==> config.mk <==
export PLATFORM = sky130hd
export DESIGN_NAME = sync_length_xor_frame_parser_core
export DESIGN_NICKNAME = d
export VERILOG_FILES = /design/src/sxfp_pkg.sv /design/src/sxfp_ram.sv /design/src/sync_length_xor_frame_parser_core.sv
export SDC_FILE = /design/constraint.sdc
export NUM_CORES = 1
export LEC_CHECK = 0
export ABC_CLOCK_PERIOD_IN_PS = 6500
export BUFFER_PORTS_ARGS = -buffer_cell sky130_fd_sc_hd__buf_2
export CAP_MARGIN = 30
export CORE_MARGIN = 2
export CORE_UTILIZATION = 45
export DETAILED_ROUTE_END_ITERATION = 7
export PLACE_DENSITY = 0.6
export SYNTH_ARGS = -nofsm -noshare
export SYNTH_HDL_FRONTEND = slang
export SYNTH_SLANG_ARGS = --single-unit
==> constraint.sdc <==
create_clock -name clk -period 6.5 [get_ports clk]
set_clock_uncertainty 0.2 [all_clocks]
set_input_delay 1.95 -clock clk [delete_from_list [all_inputs] [get_ports clk]]
set_output_delay 1.95 -clock clk [all_outputs]
set_load 0.02 [all_outputs]
==> src/sxfp_pkg.sv <==
// Shared types and constants for the sync/length/XOR frame parser.
// No dependencies; used by the parser core and its payload RAM sizing.
`default_nettype none

package sxfp_pkg;

    localparam int unsigned PAYLOAD_MAX = 64;
    localparam int unsigned STORE_AW    = $clog2(PAYLOAD_MAX);

    localparam logic [7:0]  SYNC_BYTE     = 8'h7E;
    localparam logic [31:0] TIMEOUT_RESET = 32'd5000;

    // input item kinds
    localparam logic KIND_BYTE = 1'b0;
    localparam logic KIND_TICK = 1'b1;

    typedef enum logic [1:0] {
        ST_PAYLOAD = 2'd0,
        ST_EMPTY   = 2'd1,
        ST_TIMEOUT = 2'd2
    } status_t;

    typedef struct packed {
        logic       cmd;
        logic [7:0] data_byte;
    } in_word_t;

    typedef struct packed {
        status_t    status;
        logic [7:0] frame_command;
        logic [6:0] frame_length;
        logic [7:0] payload_byte;
        logic [5:0] byte_index;
        logic       last;
    } out_word_t;

endpackage

`default_nettype wire

==> src/sxfp_ram.sv <==
// Generic single-write, single-read synchronous RAM with registered read.
// No dependencies.
`default_nettype none

module sxfp_ram #(
    parameter int unsigned WIDTH = 8,
    parameter int unsigned DEPTH = 64
) (
    input  wire logic                     clk,
    input  wire logic                     we,
    input  wire logic [$clog2(DEPTH)-1:0] waddr,
    input  wire logic [WIDTH-1:0]         wdata,
    input  wire logic [$clog2(DEPTH)-1:0] raddr,
    output logic      [WIDTH-1:0]         rdata
);

    logic [WIDTH-1:0] mem [DEPTH];

    always_ff @(posedge clk)
    begin
        if (we)
        begin
            mem[waddr] <= wdata;
        end
        rdata <= mem[raddr];
    end

endmodule

`default_nettype wire

==> src/sync_length_xor_frame_parser_core.sv <==
// Frame parser core: sync hunt, command, length, payload, XOR check, tick timeout.
// Depends on sxfp_pkg and sxfp_ram (payload store).
//
// Usage:
//   rx channel carries one word per received byte (cmd = byte) or per time
//   tick (cmd = tick). tx channel carries result words. A word moves when
//   valid is high and stall is low at a rising edge of clk.
//   cfg_we/cfg_wdata load the timeout register (ticks allowed without a
//   delivered frame); write it only while the block is idle.
// Timing:
//   A word that yields a single result (timeout or empty frame) loads the output
//   register in the cycle it is taken. A good check byte with N payload bytes
//   starts a burst: the payload RAM read of entry 0 goes out with the check
//   byte, then one result per cycle while tx is not stalled, and rx is stalled
//   until the last result is loaded. The registered RAM read sets the pace.
// Reset: rst_n clears the parser to sync hunting, the tick counter to zero
//   and the timeout register to 5000. The payload RAM is not cleared.
// Stall: while tx is stalled with a word held, rx is stalled too; the burst
//   pauses and resumes without losing or repeating a word.
`default_nettype none

module sync_length_xor_frame_parser_core (
    input  wire logic               clk,
    input  wire logic               rst_n,
    input  wire logic               rx_valid,
    output logic                    rx_stall,
    input  wire sxfp_pkg::in_word_t rx_word,
    output logic                    tx_valid,
    input  wire logic               tx_stall,
    output sxfp_pkg::out_word_t     tx_word,
    input  wire logic               cfg_we,
    input  wire logic [31:0]        cfg_wdata
);

    typedef enum logic [4:0] {
        PH_HUNT  = 5'b00001,
        PH_CMD   = 5'b00010,
        PH_LEN   = 5'b00100,
        PH_DATA  = 5'b01000,
        PH_CHECK = 5'b10000
    } phase_t;

    typedef enum logic [1:0] {
        S_IDLE  = 2'b01,
        S_BURST = 2'b10
    } ctrl_t;

    localparam int unsigned AW = sxfp_pkg::STORE_AW;

    phase_t               phase_reg, phase_next;
    ctrl_t                ctrl_reg, ctrl_next;
    logic [7:0]           cmd_reg, cmd_next;
    logic [6:0]           len_reg, len_next;
    logic [6:0]           fill_reg, fill_next;
    logic [7:0]           xor_reg, xor_next;
    logic [31:0]          elapsed_reg, elapsed_next;
    logic [31:0]          timeout_reg;
    logic [AW-1:0]        idx_reg, idx_next;
    logic                 tx_valid_reg, tx_valid_next;
    sxfp_pkg::out_word_t  tx_word_reg, tx_word_next;

    logic                 out_free;
    logic                 rx_take;
    logic                 ram_we;
    logic [AW-1:0]        ram_raddr;
    logic [7:0]           ram_rdata;
    logic [31:0]          elapsed_inc;
    logic [6:0]           fill_inc;
    logic [7:0]           xor_upd;
    logic                 burst_last;

    sxfp_ram #(
        .WIDTH (8),
        .DEPTH (sxfp_pkg::PAYLOAD_MAX)
    ) u_store (
        .clk   (clk),
        .we    (ram_we),
        .waddr (fill_reg[AW-1:0]),
        .wdata (rx_word.data_byte),
        .raddr (ram_raddr),
        .rdata (ram_rdata)
    );

    assign out_free    = !tx_valid_reg || !tx_stall;
    assign rx_stall    = (ctrl_reg != S_IDLE) || !out_free;
    assign rx_take     = rx_valid && !rx_stall;
    assign tx_valid    = tx_valid_reg;
    assign tx_word     = tx_word_reg;

    assign elapsed_inc = (elapsed_reg == '1) ? elapsed_reg : elapsed_reg + 32'd1;
    assign fill_inc    = fill_reg + 7'd1;
    assign xor_upd     = xor_reg ^ rx_word.data_byte;
    assign burst_last  = ({1'b0, idx_reg} + 7'd1) == len_reg;

    assign ram_we = rx_take && (rx_word.cmd == sxfp_pkg::KIND_BYTE) && (phase_reg == PH_DATA);

    always_comb
    begin
        phase_next    = phase_reg;
        ctrl_next     = ctrl_reg;
        cmd_next      = cmd_reg;
        len_next      = len_reg;
        fill_next     = fill_reg;
        xor_next      = xor_reg;
        elapsed_next  = elapsed_reg;
        idx_next      = idx_reg;
        tx_valid_next = tx_valid_reg && tx_stall;
        tx_word_next  = tx_word_reg;
        ram_raddr     = '0;

        unique case (ctrl_reg)
            S_IDLE:
            begin
                if (rx_take)
                begin
                    if (rx_word.cmd == sxfp_pkg::KIND_TICK)
                    begin
                        elapsed_next = elapsed_inc;
                        if (elapsed_inc > timeout_reg)
                        begin
                            phase_next    = PH_HUNT;
                            elapsed_next  = '0;
                            tx_valid_next = 1'b1;
                            tx_word_next  = '{status: sxfp_pkg::ST_TIMEOUT,
                                              frame_command: '0, frame_length: '0,
                                              payload_byte: '0, byte_index: '0,
                                              last: 1'b1};
                        end
                    end
                    else
                    begin
                        unique case (phase_reg)
                            PH_CMD:
                            begin
                                cmd_next   = rx_word.data_byte;
                                xor_next   = rx_word.data_byte;
                                phase_next = PH_LEN;
                            end
                            PH_LEN:
                            begin
                                len_next  = rx_word.data_byte[6:0];
                                xor_next  = xor_upd;
                                fill_next = '0;
                                if (rx_word.data_byte > 8'(sxfp_pkg::PAYLOAD_MAX))
                                begin
                                    phase_next = PH_HUNT;
                                end
                                else if (rx_word.data_byte == 8'd0)
                                begin
                                    phase_next = PH_CHECK;
                                end
                                else
                                begin
                                    phase_next = PH_DATA;
                                end
                            end
                            PH_DATA:
                            begin
                                xor_next  = xor_upd;
                                fill_next = fill_inc;
                                if (fill_inc >= len_reg)
                                begin
                                    phase_next = PH_CHECK;
                                end
                            end
                            PH_CHECK:
                            begin
                                phase_next = PH_HUNT;
                                if (rx_word.data_byte == xor_reg)
                                begin
                                    elapsed_next = '0;
                                    if (len_reg == 7'd0)
                                    begin
                                        tx_valid_next = 1'b1;
                                        tx_word_next  = '{status: sxfp_pkg::ST_EMPTY,
                                                          frame_command: cmd_reg,
                                                          frame_length: '0,
                                                          payload_byte: '0,
                                                          byte_index: '0,
                                                          last: 1'b1};
                                    end
                                    else
                                    begin
                                        // RAM read of entry 0 goes out this cycle
                                        ctrl_next = S_BURST;
                                        idx_next  = '0;
                                    end
                                end
                            end
                            PH_HUNT:
                            begin
                                if (rx_word.data_byte == sxfp_pkg::SYNC_BYTE)
                                begin
                                    phase_next = PH_CMD;
                                end
                            end
                            default:
                            begin
                                // unused codes behave as hunting
                                phase_next = PH_HUNT;
                                if (rx_word.data_byte == sxfp_pkg::SYNC_BYTE)
                                begin
                                    phase_next = PH_CMD;
                                end
                            end
                        endcase
                    end
                end
            end
            S_BURST:
            begin
                // ram_rdata holds entry idx_reg; re-read it while tx is blocked
                ram_raddr = idx_reg;
                if (out_free)
                begin
                    tx_valid_next = 1'b1;
                    tx_word_next  = '{status: sxfp_pkg::ST_PAYLOAD,
                                      frame_command: cmd_reg,
                                      frame_length: len_reg,
                                      payload_byte: ram_rdata,
                                      byte_index: idx_reg,
                                      last: burst_last};
                    idx_next  = idx_reg + AW'(1);
                    ram_raddr = idx_reg + AW'(1);
                    if (burst_last)
                    begin
                        ctrl_next = S_IDLE;
                    end
                end
            end
            default:
            begin
                ctrl_next = S_IDLE;
            end
        endcase
    end

    always_ff @(posedge clk or negedge rst_n)
    begin
        if (!rst_n)
        begin
            phase_reg    <= PH_HUNT;
            ctrl_reg     <= S_IDLE;
            elapsed_reg  <= '0;
            timeout_reg  <= sxfp_pkg::TIMEOUT_RESET;
            tx_valid_reg <= 1'b0;
            cmd_reg      <= '0;
            len_reg      <= '0;
            fill_reg     <= '0;
            xor_reg      <= '0;
            idx_reg      <= '0;
        end
        else
        begin
            phase_reg    <= phase_next;
            ctrl_reg     <= ctrl_next;
            elapsed_reg  <= elapsed_next;
            tx_valid_reg <= tx_valid_next;
            cmd_reg      <= cmd_next;
            len_reg      <= len_next;
            fill_reg     <= fill_next;
            xor_reg      <= xor_next;
            idx_reg      <= idx_next;
            if (cfg_we)
            begin
                timeout_reg <= cfg_wdata;
            end
        end
    end

    always_ff @(posedge clk)
    begin
        tx_word_reg <= tx_word_next;
    end

endmodule

`default_nettype wire

==> results of run 1 <==
power groups by stage:
stage	Sequential [mW]	Combinational, mW	Clock [mW]
global route	4.80	0.610	4.41
detailed placement	4.87	0.548	0
global placement	4.86	0.531	0
CTS	4.78	0.551	4.24
finish	4.78	0.548	4.17
floorplan	4.88	0.309	0
through the flow:
step           utilization  hold slack (ns)  power, mW  cells
2_1_floorplan            -            0.272       5.19   2129
3_3_place_gp         0.477            0.283       5.40   2965
3_5_place_dp         0.477            0.288       5.42   2966
4_1_cts              0.515            0.302       9.58   3098
5_1_grt              0.516            0.325       9.82   3100
6_report             0.516            0.300       9.50   3100
synthesized netlist by cell type (7+ instances only):
master     instances  area, µm²
dfstp_2            7        184
a21o_1            26        195
o21ai_0           81        405
mux4_2            38        856
nor2_1           109        409
nand2b_1           9       56.3
a21oi_1           55        275
o2111ai_1          8       70.1
inv_1             55        206
nor4_1            10       62.6
nand3_1           83        415
edfxtp_1         544      16300
and2_1            30        188
nor3_1            21        105
nand4_1           20        125
o221ai_1           8       70.1
mux2_2            33        372
a22o_1            20        175
dfrtp_1          101       2530
nand2_1          231        867
a21boi_0           8       60.1
a211oi_1          70        526
dfxtp_1            8        160
mux2i_1           99        991
buf_1             12       45.0
and4_1             8       70.1
a31oi_1           30        188
buf_4             11       82.6
xnor2_1           43        377
xor2_1            10       87.6
ha_1              44        551
o22ai_1           10       62.6
and3_1            80        500
clkbuf_1          75        282
or3_1             13       81.3
buf_2             29        145
a311o_1            9       90.1
per-layer routing:
layer | part of all wire | routed length, µm | up-vias | GRT usage
met3 | 0.079 | 5990 | 100 | 0.0389
li1 | - | - | 8226 | -
met2 | 0.46 | 35200 | 717 | 0.360
met4 | 0.019 | 1480 | 2 | 0.0622
met5 | 0.00017 | 13 | - | 0
met1 | 0.44 | 33500 | 9246 | 0.335
area by class of cell:
cell class              count  area (µm²)
inverters                  55         206
multi-input cells        1286        8960
repair buffers            121         778
flip-flops and latches    660       19200
fillers                  5247       30600
well taps                 846        1060
clock inverters            39         484
clock buffers              93        1930
logic make-up after synthesis:
logic type,Yosys count,share of synthesized area
AO/OA/AOI/OAI,378,0.0884
XOR/XNOR,53,0.0161
adder cells (fa/ha/maj),44,0.0191
buffers and inverters,183,0.0267
flip-flops,660,0.665
multiplexers,170,0.0769
AND/OR/NAND/NOR,641,0.107
worst max-delay path by stage:
stage / start / to / slack (ns) / cells after the start
final: elapsed_reg[15] / tx_word[17] / 1.41 / 16
after global routing: elapsed_reg[15] / tx_word[5] / 1.03 / 16
after CTS: elapsed_reg[15] / tx_word[5] / 1.37 / 16
after detailed placement: tx_stall / u_store.mem[16][0] / 1.09 / 6
after global placement: tx_stall / u_store.mem[43][2] / 1.16 / 6
after floorplan: elapsed_reg[24] / tx_word[0] / 0.82 / 18
cell usage in the layout (no fill, tap or decap), types with 33 or more instances in the layout:
cell type and instances:
a211oi_1 70, a21oi_1 55, and3_1 80, buf_2 78, buf_4 39, clkbuf_16 73, dfrtp_1 101, edfxtp_1 544
ha_1 44, inv_1 55, mux2_2 33, mux2i_1 99, mux4_2 38, nand2_1 230, nand3_1 82, nor2_1 108
o21ai_0 81, xnor2_1 43
==> results.cfg, run 1 <==
[critical_path]
r2r_start = elapsed_reg[15]
arrival_ns = 5.16
crit_path_top_delay_cell = or3_1
path_max_fanout = 32
setup.worst_path.class = flop to flop
path_cells = nand3_1 -> or3_1 -> nor2_1 -> a311oi_1 -> buf_4 -> nand2_1 -> xnor2_1 -> ha_1 -> nand3_1 -> nor3_1 -> o221ai_1 -> a211oi_1 -> or2_2 -> a21oi_1 -> o22ai_4 -> buf_4
critPathLaunchType = flop
cp.buffers_inverters = 2
required_ns = 6.57
r2r_cells = 16
r2r_slack_ns = 1.41
slowest_delay_ns = 0.49
cp_top_family = simple AND/OR/NAND/NOR gates
r2r_end = tx_word[17]
crit_path_end_kind = flop

[sta]
max_freq_mhz = 196
rsz0062_at_grt = false
worst_pin_slew_ns = 0.994
max_slew_margin = 0.335
fin_tns_setup_ns = 0
worst_slack_ns = 1.41
maxSlewViolCount = 0
post-route-min-period_ns = 5.09
hold_viol_final = 0
fin_crit_sh = 0.783
setup_viol = 0

[power_and_ir_drop]
p_seq_frac = 0.503
power_density_nw_per_um2 = 291
switching_power_mw = 2.12
p_int_mw = 7.38
vdd.ir_drop.worst_uv = 169
combinationalPowerShare = 0.058
p_leak_nw = 11.4
clkPwrFrac = 0.439
sw_frac_of_total = 0.223

[cts]
cts.path.max_buffers = 3
cts-resized-gates = 0
clockRootBuffer = clkbuf_16
clock_sink_count = 660
tritoncts = built
ctsHtreeMaxLevel = 3
cts-hold-fix-buffers = 0
cts_made_buffers = 72
clk_pin_slew_worst_paths_ns = 0.06
clkLatencyLatePin_ns = 0.62
post-cts-setup-buffer-count = 0

[global_routing]
grt_max_degree = 70
antenna_found_initial = 5
grt-ovfl-total = 0
grtUsageTotal = 0.230
grt_pass1_vias = 17900
grt_pass1_wl_mm = 114

[routing]
drcViolationCount = 0
detail-route-antenna-nets = 0
firstDrtPassIters = 5
first_iter_violations = 2137
wirelength_mm = 76.2
wl_per_cell_um = 24.6
vias = 18300
viasPerCell = 5.90

[job]
drv_cap = 0

[worst_hold_path]
hp-class = flop to flop
hold_depth = 1
hold_end = cmd_reg[3]
min-delay-start = cmd_reg[3]

[status]
status = completed

[placed_design]
dpl.hpwl_mm = 48.7
globalplace.congestion = 0.869
post-place-ws_ns = 1.09
io_buffers = 79
dpl-instance-area_um2 = 30200

[final_layout]
area_growth_pct = 13.1
design_area_um2 = 32600
largest_reg_flops = 512
drive_above_1_share = 0.146
diodes = 0
largest_register = u_store.mem
nNetsFinal = 2286

[die]
num_rows = 92
dieArea_um2 = 66200
core_area_um2 = 63200
pin_count = 80
die_h_um = 257
initial_utilization = 0.457
fp.dieW_um = 257

[logic_synthesis]
synth-seq-area-share = 0.665
synth-async-reset-ratio = 0.164
syn_nets = 2219
avgSynthCellArea_um2 = 13.6
yosysWarningCount = 0
ys_ff_latch = 660
synthCells = 2129
synthFlopType = edfxtp_1
synthDistinctLibCells = 74
synth_edf_count = 544
netlist_area_um2 = 28900
No activity file was read; power rests on OpenSTA's default activity.
==> run 2, diff against run 1 <==
- ABC_AREA: default -> 1
- ABC_CLOCK_PERIOD_IN_PS: 6500 -> 4630
- PLACE_DENSITY: 0.6 -> 0.62
- clock period: 6.5 -> 4.63 ns (I/O delays scaled with it)
==> run 2 against run 1 <==
  * Clock-buffer cell count increased by 7
  * Maximum frequency increased by 20%
  * Clock power grew 42%
  * Total power rose by 45%
  * First-iteration DRC count is 3.5% higher
  * Sequential share of layout area shrank 3.9 points
  * Setup slack got worse by 1.0 ns
  * Critical endpoint is now elapsed_reg[1]
  * Sequential power is 41% higher
  * Utilization rose by 0.14 points
  * Largest cell class unchanged
  * Die area up 6.7%
==> results.cfg, run 2 <==
[final_layout]
final_core_util = 0.518
largest_reg_flops = 512
drive_above_1_share = 0.100
most-common-layout-cells = 869 x nand2_1, 544 x edfxtp_1, 455 x inv_1
layoutNonFillerInstCount = 4211
largest_register = u_store.mem
nNetsFinal = 3365
diodes = 0
final_common_cell = nand2_1
area_growth_pct = 13.3

[cts]
cts-hold-fix-buffers = 0
cts_made_buffers = 75
clockRootBuffer = clkbuf_16
tritoncts = built
clk_pin_slew_worst_paths_ns = 0.06
ctsHtreeMaxLevel = 3
clkLatencyLatePin_ns = 0.62
clock_sink_count = 660
cts.path.max_buffers = 3

[sta]
setup_viol = 0
max_slew_margin = 0.342
max_freq_mhz = 235
maxSlewViolCount = 0
worst_pin_slew_ns = 0.986
hold_viol_final = 0
fin_crit_sh = 0.920
post-route-min-period_ns = 4.26

[critical_path]
required_ns = 4.99
crit_path_top_delay_cell = dfrtp_1
cp.buffers_inverters = 3
critPathLaunchType = flop
crit_path_end_kind = flop
path_max_fanout = 31
arrival_ns = 4.62
slowest_delay_ns = 0.44
crit_top_cell = nand2_1
cp_top_family = simple AND/OR/NAND/NOR gates
setup.worst_path.class = flop to flop

[global_routing]
grt-ovfl-total = 0
grt_pass1_wl_mm = 130
antenna_found_initial = 1
grtUsageTotal = 0.238
grt_pass1_vias = 22300
grt_max_degree = 151

[placed_design]
dpl.hpwl_mm = 51.2
globalplace.congestion = 0.947
io_buffers = 79
dpl.cell_count = 4070

[logic_synthesis]
synth.top_cell.area_share = 0.530
yosys.area.top_type = edfxtp_1
synth_most_common_cell = nand2_1
synth_compound_area_frac = 0.0275
synth-async-reset-ratio = 0.164
synthDistinctLibCells = 45
yosysWarningCount = 0
synthXorXnorAreaFrac = 0.0125
muxShareOfSynthArea = 0.000365
netlist_area_um2 = 30800
synthFlopType = edfxtp_1
synth_top_family_by_area = simple AND/OR/NAND/NOR gates
synthCells = 3183
synthSimpleGateAreaFrac = 0.238
synthTopCellsByCount = 870 x nand2_1, 544 x edfxtp_1, 455 x inv_1
syn_nets = 3273
ys_ff_latch = 660
avgSynthCellArea_um2 = 9.69
synth_edf_count = 544
synth-seq-area-share = 0.623
synthAdderAreaFrac = 0.0179
synthTopCellsByArea = edfxtp_1 53%, nand2_1 11%, dfrtp_1 8.2%, nand3_1 6.5%, inv_1 5.5%

[routing]
detail-route-antenna-nets = 0
vias = 22700
drcViolationCount = 0
viasPerCell = 5.39
wl_per_cell_um = 19.8
wirelength_mm = 83.5
first_iter_violations = 2212
firstDrtPassIters = 7

[die]
core_area_um2 = 67500
dieArea_um2 = 70600
initial_utilization = 0.457
fp.dieW_um = 266
pin_count = 80
num_rows = 95
die_h_um = 266

[power_and_ir_drop]
vdd.ir_drop.worst_uv = 275
power_density_nw_per_um2 = 395
p_leak_nw = 15.1
power_mw = 13.8

[job]
drv_cap = 0

[status]
status = completed

[worst_hold_path]
hp-class = flop to flop
## run 2: per-layer routing
layer,GRT usage,part of all wire,vias up
met5,0,0,-
met4,0.0826,0.033,0
met3,0.0390,0.067,140
met2,0.390,0.47,871
met1,0.321,0.43,10900
li1,-,-,10800
## run 2: kinds of logic (layout without fill, tap and decap cells)
| kind of cell | after synthesis | after routing |
|---|---|---|
| simple gates | 1660 | 1661 |
| flops | 660 | 660 |
| buf+inv | 622 | 776 |
| compound gates | 153 | 153 |
| fa+ha+maj | 44 | 44 |
| xor+xnor | 43 | 43 |
| mux | 1 | 1 |
## run 2: worst paths after layout
| path | from | slack, ns | to | cells after the start |
|---|---|---|---|---|
| max | elapsed_reg[0] | 0.37 | elapsed_reg[1] | 25 |
| min reg2reg | phase_reg[4] | 0.27 | phase_reg[4] | 2 |
| min in group asynchronous | rst_n | 0.61 | cmd_reg[1] | 1 |
| max reg2reg | elapsed_reg[0] | 0.37 | elapsed_reg[1] | 25 |
| max in group asynchronous | rst_n | 2.80 | timeout_reg[7] | 2 |
| min | phase_reg[4] | 0.27 | phase_reg[4] | 2 |
## run 2: cell type report
class / instances / area (µm²)
clock buffer: 100 / 2050
clock inverter: 40 / 427
fill: 6031 / 32600
inverter: 463 / 1740
multi-input combinational: 1902 / 9180
sequential: 660 / 19200
tap: 873 / 1090
timing repair buffer: 173 / 1250
## run 2: where the power goes
part	switching [mW]	total [mW]	internal, mW
Clock	2.44	5.94	3.50
Sequential	0.144	6.74	6.60
Combinational	0.769	1.11	0.343
Total	3.36	13.8	10.4
## run 2: tightest hold or removal path: stages (launching register included)
cell     delay [ns]
dfrtp_1        0.34
nand2_1        0.05
nand2_1        0.05
## run 2: timing repair
item                       CTS  global route
resized for setup            0             0
setup endpoints to repair    0            63
setup buffers                0             0
## run 2: per-stage QoR
step           cell area, µm²  setup TNS, ns  setup WS [ns]  hold slack [ns]
2_1_floorplan           30800              0          0.249            0.242
3_3_place_gp            32500              0          0.308            0.261
3_5_place_dp            32500              0          0.239            0.262
4_1_cts                 34900              0          0.355            0.274
5_1_grt                 35000        -0.0806        -0.0169            0.318
6_report                35000              0          0.372            0.270
